## config.mk

```make
export PLATFORM = sky130hd
export DESIGN_NAME = heap_sort_engine_flat
export DESIGN_NICKNAME = d
export VERILOG_FILES = /design/src/design/hse_pkg.sv /design/src/design/hse_in_if.sv /design/src/design/hse_out_if.sv /design/src/design/heap_sort_engine.sv /design/src/design/hse_ram.sv /design/src/flat_wrapper.sv
export SDC_FILE = /design/constraint.sdc
export NUM_CORES = 2
export LEC_CHECK = 0
export ABC_AREA = 0
export BUFFER_PORTS_ARGS = -buffer_cell sky130_fd_sc_hd__buf_2
export CAP_MARGIN = 20
export CORE_ASPECT_RATIO = 0.8
export CORE_MARGIN = 4
export CORE_UTILIZATION = 57
export CTS_CLUSTER_SIZE = 20
export DETAILED_ROUTE_END_ITERATION = 12
export PLACE_DENSITY_LB_ADDON = 0.25
export SETUP_SLACK_MARGIN = 0.3
export SLEW_MARGIN = 40
export SYNTH_ARGS = -nofsm -noshare
export SYNTH_HDL_FRONTEND = slang
export SYNTH_HIERARCHICAL = 1
export SYNTH_SLANG_ARGS = --single-unit
```

## constraint.sdc

```tcl
create_clock -name clk -period 6.6 [get_ports clk]
set_clock_uncertainty 0.15 [all_clocks]
set_input_delay 0.33 -clock clk [delete_from_list [all_inputs] [get_ports clk]]
set_output_delay 0.33 -clock clk [all_outputs]
set_load 0.02 [all_outputs]
```

## src/design/hse_pkg.sv

```systemverilog
// ----------------------------------------------------------------------------
// hse_pkg: shared types and constants of the heap sort engine
// Store geometry, index widths, sequencer states and the signed compare.
// ----------------------------------------------------------------------------
package hse_pkg;

    localparam int DEPTH = 64;
    localparam int DW    = 32;
    localparam int AW    = $clog2(DEPTH);      // store address
    localparam int CW    = $clog2(DEPTH + 1);  // element count, heap size
    localparam int CHW   = AW + 2;             // child index 2*node+2

    typedef logic signed [DW-1:0] value_t;

    typedef enum logic [11:0] {
        S_IDLE  = 12'b0000_0000_0001,
        S_BRD   = 12'b0000_0000_0010,
        S_BCAP  = 12'b0000_0000_0100,
        S_SL    = 12'b0000_0000_1000,
        S_SR    = 12'b0000_0001_0000,
        S_SD    = 12'b0000_0010_0000,
        S_W0    = 12'b0000_0100_0000,
        S_W1    = 12'b0000_1000_0000,
        S_W2    = 12'b0001_0000_0000,
        S_ERD   = 12'b0010_0000_0000,
        S_EOUT  = 12'b0100_0000_0000,
        S_EHOLD = 12'b1000_0000_0000
    } state_t;

    function automatic logic signed_less(input logic [DW-1:0] a, input logic [DW-1:0] b);
        signed_less = $signed(a) < $signed(b);
    endfunction

endpackage

```

## src/design/hse_in_if.sv

```systemverilog
// ----------------------------------------------------------------------------
// hse_in_if: element request channel
// One signed value per request, last marks the end of the set.
// ----------------------------------------------------------------------------
interface hse_in_if;

    logic            valid;
    logic            ready;
    hse_pkg::value_t value;
    logic            last;

    modport source (output valid, output value, output last, input ready);
    modport sink   (input valid, input value, input last, output ready);

endinterface

```

## src/design/hse_out_if.sv

```systemverilog
// ----------------------------------------------------------------------------
// hse_out_if: sorted result channel
// One sorted value per request, last_res on the final one of the set.
// ----------------------------------------------------------------------------
interface hse_out_if;

    logic            valid;
    logic            ready;
    hse_pkg::value_t value_res;
    logic            last_res;

    modport source (output valid, output value_res, output last_res, input ready);
    modport sink   (input valid, input value_res, input last_res, output ready);

endinterface

```

## src/design/heap_sort_engine.sv

```systemverilog
// ----------------------------------------------------------------------------
// heap_sort_engine: max-heap sort of a set of signed 32-bit values
// Loads a set, heapifies it, sorts it in place and streams it out ascending.
// ----------------------------------------------------------------------------
//  channel  | dir | payload               | request when
//  ---------+-----+-----------------------+---------------------------
//  items    | in  | value[31:0], last     | valid && ready
//  sorted   | out | value_res[31:0], last | valid && ready
//
//  Loading accepts one element per cycle; ready is high only while loading.
//  Each sift-down fetches its start value in S_BRD and S_BCAP (S_W0, S_W1
//  and S_W2 for a root swap), then each level steps through S_SL, S_SR and
//  S_SD on the single RAM read port. Each result then passes S_ERD and
//  S_EOUT and waits in S_EHOLD through any stall on sorted. No clearing
//  pass after reset; only written entries are ever read.
// ----------------------------------------------------------------------------
module heap_sort_engine (
    input  logic      clk,
    input  logic      rst_n,
    hse_in_if.sink    items,
    hse_out_if.source sorted
);

    hse_pkg::state_t           state_reg, state_next;
    logic [hse_pkg::CW-1:0]    count_reg, count_next;
    logic [hse_pkg::CW-1:0]    n_reg, n_next;
    logic [hse_pkg::CW-1:0]    i_reg, i_next;
    logic [hse_pkg::CW-1:0]    size_reg, size_next;
    logic [hse_pkg::AW-1:0]    node_reg, node_next;
    logic [hse_pkg::AW-1:0]    k_reg, k_next;
    logic                      build_reg, build_next;
    logic [hse_pkg::DW-1:0]    v_reg, v_next;
    logic [hse_pkg::DW-1:0]    best_reg, best_next;
    logic                      big_l_reg, big_l_next;
    logic                      r_ok_reg, r_ok_next;
    logic                      out_valid_reg, out_valid_next;
    logic [hse_pkg::DW-1:0]    value_res_reg, value_res_next;
    logic                      last_res_reg, last_res_next;

    logic                      we;
    logic [hse_pkg::AW-1:0]    waddr, raddr;
    logic [hse_pkg::DW-1:0]    wdata, rdata;

    logic [hse_pkg::CHW-1:0]   child_l, child_r, size_x;
    logic [hse_pkg::CW-1:0]    n_load;
    logic                      cmp_lt;
    logic                      sift_fin;

    hse_ram #(
        .WIDTH (hse_pkg::DW),
        .DEPTH (hse_pkg::DEPTH)
    ) u_store (
        .clk   (clk),
        .we    (we),
        .waddr (waddr),
        .wdata (wdata),
        .raddr (raddr),
        .rdata (rdata)
    );

    assign child_l = {1'b0, node_reg, 1'b1};
    assign child_r = child_l + hse_pkg::CHW'(1);
    assign size_x  = {{(hse_pkg::CHW - hse_pkg::CW){1'b0}}, size_reg};

    // the one comparator: held value vs left child, then best vs right child
    assign cmp_lt = hse_pkg::signed_less((state_reg == hse_pkg::S_SD) ? best_reg : v_reg,
                                         rdata);

    assign n_load = (count_reg < hse_pkg::CW'(hse_pkg::DEPTH))
                  ? count_reg + hse_pkg::CW'(1) : count_reg;

    always_comb
    begin
        state_next     = state_reg;
        count_next     = count_reg;
        n_next         = n_reg;
        i_next         = i_reg;
        size_next      = size_reg;
        node_next      = node_reg;
        k_next         = k_reg;
        build_next     = build_reg;
        v_next         = v_reg;
        best_next      = best_reg;
        big_l_next     = big_l_reg;
        r_ok_next      = r_ok_reg;
        out_valid_next = out_valid_reg;
        value_res_next = value_res_reg;
        last_res_next  = last_res_reg;
        we             = 1'b0;
        waddr          = node_reg;
        wdata          = v_reg;
        raddr          = node_reg;
        sift_fin       = 1'b0;

        unique case (state_reg)
            hse_pkg::S_IDLE:
            begin
                if (items.valid)
                begin
                    if (count_reg < hse_pkg::CW'(hse_pkg::DEPTH))
                    begin
                        we         = 1'b1;
                        waddr      = count_reg[hse_pkg::AW-1:0];
                        wdata      = items.value;
                        count_next = count_reg + hse_pkg::CW'(1);
                    end
                    if (items.last)
                    begin
                        count_next = '0;
                        n_next     = n_load;
                        size_next  = n_load;
                        k_next     = '0;
                        if (n_load >= hse_pkg::CW'(2))
                        begin
                            build_next = 1'b1;
                            i_next     = n_load >> 1;
                            node_next  = hse_pkg::AW'((n_load >> 1) - hse_pkg::CW'(1));
                            state_next = hse_pkg::S_BRD;
                        end
                        else
                        begin
                            state_next = hse_pkg::S_ERD;
                        end
                    end
                end
            end
            hse_pkg::S_BRD:
            begin
                raddr      = node_reg;
                state_next = hse_pkg::S_BCAP;
            end
            hse_pkg::S_BCAP:
            begin
                v_next     = rdata;
                state_next = hse_pkg::S_SL;
            end
            hse_pkg::S_SL:
            begin
                if (child_l < size_x)
                begin
                    raddr      = child_l[hse_pkg::AW-1:0];
                    state_next = hse_pkg::S_SR;
                end
                else
                begin
                    we       = 1'b1;
                    waddr    = node_reg;
                    wdata    = v_reg;
                    sift_fin = 1'b1;
                end
            end
            hse_pkg::S_SR:
            begin
                best_next  = cmp_lt ? rdata : v_reg;
                big_l_next = cmp_lt;
                r_ok_next  = child_r < size_x;
                raddr      = child_r[hse_pkg::AW-1:0];
                state_next = hse_pkg::S_SD;
            end
            hse_pkg::S_SD:
            begin
                we = 1'b1;
                priority if (r_ok_reg && cmp_lt)
                begin
                    wdata      = rdata;
                    node_next  = child_r[hse_pkg::AW-1:0];
                    state_next = hse_pkg::S_SL;
                end
                else if (big_l_reg)
                begin
                    wdata      = best_reg;
                    node_next  = child_l[hse_pkg::AW-1:0];
                    state_next = hse_pkg::S_SL;
                end
                else
                begin
                    wdata    = v_reg;
                    sift_fin = 1'b1;
                end
            end
            hse_pkg::S_W0:
            begin
                raddr      = '0;
                state_next = hse_pkg::S_W1;
            end
            hse_pkg::S_W1:
            begin
                best_next  = rdata;
                raddr      = i_reg[hse_pkg::AW-1:0];
                state_next = hse_pkg::S_W2;
            end
            hse_pkg::S_W2:
            begin
                // old root goes to the tail, tail value sifts from the root
                we         = 1'b1;
                waddr      = i_reg[hse_pkg::AW-1:0];
                wdata      = best_reg;
                v_next     = rdata;
                size_next  = i_reg;
                node_next  = '0;
                state_next = hse_pkg::S_SL;
            end
            hse_pkg::S_ERD:
            begin
                raddr      = k_reg;
                state_next = hse_pkg::S_EOUT;
            end
            hse_pkg::S_EOUT:
            begin
                out_valid_next = 1'b1;
                value_res_next = rdata;
                last_res_next  = (k_reg == hse_pkg::AW'(n_reg - hse_pkg::CW'(1)));
                state_next     = hse_pkg::S_EHOLD;
            end
            hse_pkg::S_EHOLD:
            begin
                if (sorted.ready)
                begin
                    out_valid_next = 1'b0;
                    if (last_res_reg)
                    begin
                        state_next = hse_pkg::S_IDLE;
                    end
                    else
                    begin
                        k_next     = k_reg + hse_pkg::AW'(1);
                        state_next = hse_pkg::S_ERD;
                    end
                end
            end
            default:
            begin
                state_next = hse_pkg::S_IDLE;
            end
        endcase

        // end of one sift-down: next heapify node, next root swap, or output
        if (sift_fin)
        begin
            priority if (build_reg && i_reg != hse_pkg::CW'(1))
            begin
                i_next     = i_reg - hse_pkg::CW'(1);
                node_next  = hse_pkg::AW'(i_reg - hse_pkg::CW'(2));
                state_next = hse_pkg::S_BRD;
            end
            else if (build_reg)
            begin
                build_next = 1'b0;
                i_next     = n_reg - hse_pkg::CW'(1);
                state_next = hse_pkg::S_W0;
            end
            else if (i_reg != hse_pkg::CW'(1))
            begin
                i_next     = i_reg - hse_pkg::CW'(1);
                state_next = hse_pkg::S_W0;
            end
            else
            begin
                k_next     = '0;
                state_next = hse_pkg::S_ERD;
            end
        end
    end

    always_ff @(posedge clk or negedge rst_n)
    begin
        if (!rst_n)
        begin
            state_reg     <= hse_pkg::S_IDLE;
            count_reg     <= '0;
            build_reg     <= 1'b0;
            out_valid_reg <= 1'b0;
        end
        else
        begin
            state_reg     <= state_next;
            count_reg     <= count_next;
            build_reg     <= build_next;
            out_valid_reg <= out_valid_next;
        end
    end

    always_ff @(posedge clk)
    begin
        n_reg         <= n_next;
        i_reg         <= i_next;
        size_reg      <= size_next;
        node_reg      <= node_next;
        k_reg         <= k_next;
        v_reg         <= v_next;
        best_reg      <= best_next;
        big_l_reg     <= big_l_next;
        r_ok_reg      <= r_ok_next;
        value_res_reg <= value_res_next;
        last_res_reg  <= last_res_next;
    end

    assign items.ready      = (state_reg == hse_pkg::S_IDLE);
    assign sorted.valid     = out_valid_reg;
    assign sorted.value_res = value_res_reg;
    assign sorted.last_res  = last_res_reg;

    // loading and emitting never overlap
    a_no_overlap: assert property (@(posedge clk) disable iff (!rst_n)
        items.ready |-> !sorted.valid)
        else $error("result pending while loading");

    a_count_range: assert property (@(posedge clk) disable iff (!rst_n)
        count_reg <= hse_pkg::CW'(hse_pkg::DEPTH))
        else $error("element count beyond depth");

    a_back_to_load: assert property (@(posedge clk) disable iff (!rst_n)
        (sorted.valid && sorted.ready && sorted.last_res) |=> items.ready)
        else $error("not ready for a new set after final result");

    a_heap_bound: assert property (@(posedge clk) disable iff (!rst_n)
        (state_reg == hse_pkg::S_SL) |-> (size_reg <= n_reg && node_reg < size_reg))
        else $error("sift node outside heap");

endmodule

```

## src/design/hse_ram.sv

```systemverilog
// ----------------------------------------------------------------------------
// hse_ram: generic single-write, single-read RAM
// One write port, one read port with registered read data.
// ----------------------------------------------------------------------------
module hse_ram #(
    parameter int WIDTH = 32,
    parameter int DEPTH = 64
) (
    input  logic                     clk,
    input  logic                     we,
    input  logic [$clog2(DEPTH)-1:0] waddr,
    input  logic [WIDTH-1:0]         wdata,
    input  logic [$clog2(DEPTH)-1:0] raddr,
    output logic [WIDTH-1:0]         rdata
);

    logic [WIDTH-1:0] mem [DEPTH];
    logic [WIDTH-1:0] rdata_reg;

    always_ff @(posedge clk)
    begin
        if (we)
        begin
            mem[waddr] <= wdata;
        end
        rdata_reg <= mem[raddr];
    end

    assign rdata = rdata_reg;

endmodule

```

## src/flat_wrapper.sv

```systemverilog
// flat-port wrapper written by rule: the top's interface ports become plain ports
module heap_sort_engine_flat 
  (clk, rst_n, items_valid, items_value, items_last, items_ready, sorted_valid, sorted_value_res, sorted_last_res, sorted_ready);
  hse_in_if items_i ();
  hse_out_if sorted_i ();
  input  logic clk;
  input  logic rst_n;
  input wire logic [$bits(items_i.valid)-1:0] items_valid;
  input wire logic [$bits(items_i.value)-1:0] items_value;
  input wire logic [$bits(items_i.last)-1:0] items_last;
  output wire logic [$bits(items_i.ready)-1:0] items_ready;
  output wire logic [$bits(sorted_i.valid)-1:0] sorted_valid;
  output wire logic [$bits(sorted_i.value_res)-1:0] sorted_value_res;
  output wire logic [$bits(sorted_i.last_res)-1:0] sorted_last_res;
  input wire logic [$bits(sorted_i.ready)-1:0] sorted_ready;
  assign items_i.valid = items_valid;
  assign items_i.value = items_value;
  assign items_i.last = items_last;
  assign items_ready = items_i.ready;
  assign sorted_valid = sorted_i.valid;
  assign sorted_value_res = sorted_i.value_res;
  assign sorted_last_res = sorted_i.last_res;
  assign sorted_i.ready = sorted_ready;
  heap_sort_engine u_core (.clk(clk), .rst_n(rst_n), .items(items_i), .sorted(sorted_i));
endmodule
```

==> metrics.csv <==
metric,value,unit
async_reset_ff_frac,0.009404,
powerDensity,456.8,mW/mm^2
rsz0062_at_grt,false,
numCtsBuffers,199,
slew_viol_final,0,
synth_edf_count,2161,
n_fill_cell,10130,
synth.avg_cell_area,19.85,sq um
wl_met3,31040,microns
ys_warn_count,6,
grt_pass1_wl,339900,microns
met1_length,90810,microns
cp.arrival,6460,ps
top_register,u_core/u_store/mem,
finalHoldViolCount,0,
peakVddDrop,0.3285,mV
grt_max_degree,78,
crit_path_start_kind,flop,
maxCapViolCount,0,
grt.total_usage,0.2934,
core.rowCount,129,
die_h,361.3,microns
post_drt_via_cell_ratio,6.832,
fin_crit,6021,ps
dieArea,0.1625,sq mm
path_delay_family,simple AND/OR/NAND/NOR gates,
place_hpwl,138900,microns
yosysMostFrequentCell,edfxtp_1,
ys_ff_latch,2233,
placed_area,0.09364,sq mm
status,"complete, no violations",
antenna_found_initial,8,
p_int,0.03040,W
drt-wirelength-per-cell,34.26,microns
crit_chain,"or4b_4, or3_2, buf_12, nand2_1, nand2_1, ha_1, nand3_1, nor3_1, nand4_1, o21bai_1, a211oi_4, buf_4, or2_1, buf_4, a21oi_1, o21ai_1, o21a_4, buf_4",
clock-sinks,2233,
p_seq_frac,0.441,
numPortBuffers,71,
post-route-period-util,0.9123,
swShare,0.3357,
critical_path_buf_inv_count,4,
dr_wl_met2,106300,microns
die_x,449.7,microns
tightest_slew,903.4,ps
grt_pass1_vias,46130,
synth_commonest_cells,"2161 x edfxtp_1, 544 x mux4_2, 218 x nand2_1",
antenna_left,0,
syn_area,0.08895,sq mm
yosys_most_used_dff,edfxtp_1,
gp_congestion,0.9626,
clk_pin_slew,60,ps
clk_latency,860,ps
root_buffer,clkbuf_16,
drive_above_1_share,0.2666,
finalSetupViolCount,0,
drt_iter0_drc,7051,
maxSlewHeadroom,0.3963,
p_leak,31.63,nW
synth_top_area_frac,0.7295,
core_area,0.1548,sq mm
largest_reg_flops,2048,
ys_seq_area_frac,0.7469,
top_layer_used,met4,
multi_input_area,0.02189,sq mm
cp_common_cell,buf_4,
drt-total-wl,237200,microns
fin_area,0.1002,sq mm
p_clk_frac,0.249,
cpPeakStageDelay,670,ps
worstSetupPathType,reg -> reg,
hp-class,in -> reg,
max_freq,166.1,MHz
syn_to_final_growth,12.65,%
finalSetupTns,0,ps
fin_nets,4817,
endpoint_kind,flop,
crit_path_max_fanout,52,
post-cts-setup-buffers,0,
initial_core_util,0.5747,
p_sw,0.01536,W
drc_errors,0,
grt.overflow.total,0,
cts_tree,yes,
syn_nets,4572,
htreeDepth,4,
syn-instance-count,4481,
crit_slowest_cell,or3_2,
drt-pass1-iter-count,7,
vias,47290,
ios,72,
ff_latch_area,0.06644,sq mm
synth_top_area_cell,edfxtp_1,
clk_path_buf_depth,3,
comb_power_share,0.310,
required,7040,ps
synth_cell_type_count,78,
synth_area_leaders,"edfxtp_1 73%, mux4_2 14%, mux2i_1 1.5%, dfxtp_1 1.1%, nand2_1 0.92%",
==> stage by stage <==
stage | worst slack [ps] | hold slack (ps) | util | instances | power (W)
after global placement | 547.2 | 209.4 | 0.6035 | 6538 | 0.03388
after detailed placement | 486.7 | 217.9 | 0.6049 | 6544 | 0.03431
after CTS | 470.5 | 298.5 | 0.6464 | 6917 | 0.04558
after floorplan | 793.9 | -115.6 | - | 4481 | 0.02824
final | 578.8 | 348.2 | 0.6473 | 6922 | 0.04577
after global routing | 318.1 | 337.2 | 0.6473 | 6921 | 0.04730
==> cell families after synthesis <==
logic type / share of synthesized area
flops: 0.7469
mux: 0.1575
xor+xnor: 0.003446
buf+inv: 0.01606
compound gates: 0.03688
fa+ha+maj: 0.007596
simple gates: 0.03159
==> worst min-delay path: cells and delay by family <==
kind | cells | cell delay [ps]
AOI/OAI and AO/OA | 1 | 60
buffers and inverters | 2 | 710
and+or+nand+nor | 2 | 180
==> layout by cell type (no fill, tap or decap), types with 20 or more instances in the layout <==
master / netlist / routed
inv_1: 59 / 59
nor2b_1: 23 / 22
a221oi_1: 34 / 34
dfxtp_1: 51 / 51
mux2i_1: 133 / 133
nor2_4: 0 / 64
dfrtp_1: 20 / 20
xnor2_1: 20 / 20
o221ai_1: 27 / 27
nand3_1: 30 / 22
clkbuf_16: 0 / 201
ha_1: 54 / 54
o21ai_0: 57 / 57
a21oi_1: 139 / 138
nor3_1: 61 / 58
clkinv_2: 0 / 39
mux2_2: 35 / 35
o22ai_1: 89 / 88
buf_4: 26 / 179
mux4_2: 544 / 544
nor2_1: 193 / 127
clkinv_1: 0 / 39
clkbuf_1: 148 / 43
buf_2: 65 / 72
buf_12: 0 / 40
o21ai_1: 35 / 35
edfxtp_1: 2161 / 2161
nand2_1: 218 / 218
==> metal layers <==
metal | vias up | GRT usage
met5 | - | 0
met2 | 3212 | 0.4262
met3 | 425 | 0.07632
met4 | 0 | 0.1055
li1 | 18990 | -
met1 | 24670 | 0.4378
==> worst paths after layout <==
path                                    startpoint                          to  slack (ps)  cells after the start
max                           u_core/state_reg[10]  u_core/u_store/mem[16][29]         580                     18
min                                   sorted_ready         u_core/sorted.valid         350                      5
max reg2reg                   u_core/state_reg[10]  u_core/u_store/mem[16][29]         580                     18
min reg2reg                u_core/u_store/rdata[9]             u_core/v_reg[9]         390                      0
max in group asynchronous                    rst_n         u_core/count_reg[6]        5210                      4
min in group asynchronous                    rst_n         u_core/state_reg[0]         530                      3
==> timing repair <==
item / CTS / global route
setup endpoints to repair: 0 / 107
gates resized for setup: 0 / 3
hold endpoints to repair: 34 / 0
hold buffers: 7 / 0
==> power by group through the flow <==
stage          registers (W)  logic, W  clock network, W
2_1_floorplan         0.0202   0.00800                 0
3_3_place_gp          0.0205    0.0134                 0
3_5_place_dp          0.0204    0.0139                 0
4_1_cts               0.0201    0.0139            0.0115
5_1_grt               0.0202    0.0150            0.0121
6_report              0.0202    0.0142            0.0114
==> layout make-up <==
type	count	share of cell area
antenna	1	0.00002497
tap	2030	0.02535
sequential	2233	0.6631
clock buffer	252	0.05291
clock inverter	114	0.01051
multi-input combinational	1927	0.2185
timing repair buffer	306	0.02745
inverter	59	0.002210
Note: power is estimated with default switching activity, not from simulation.
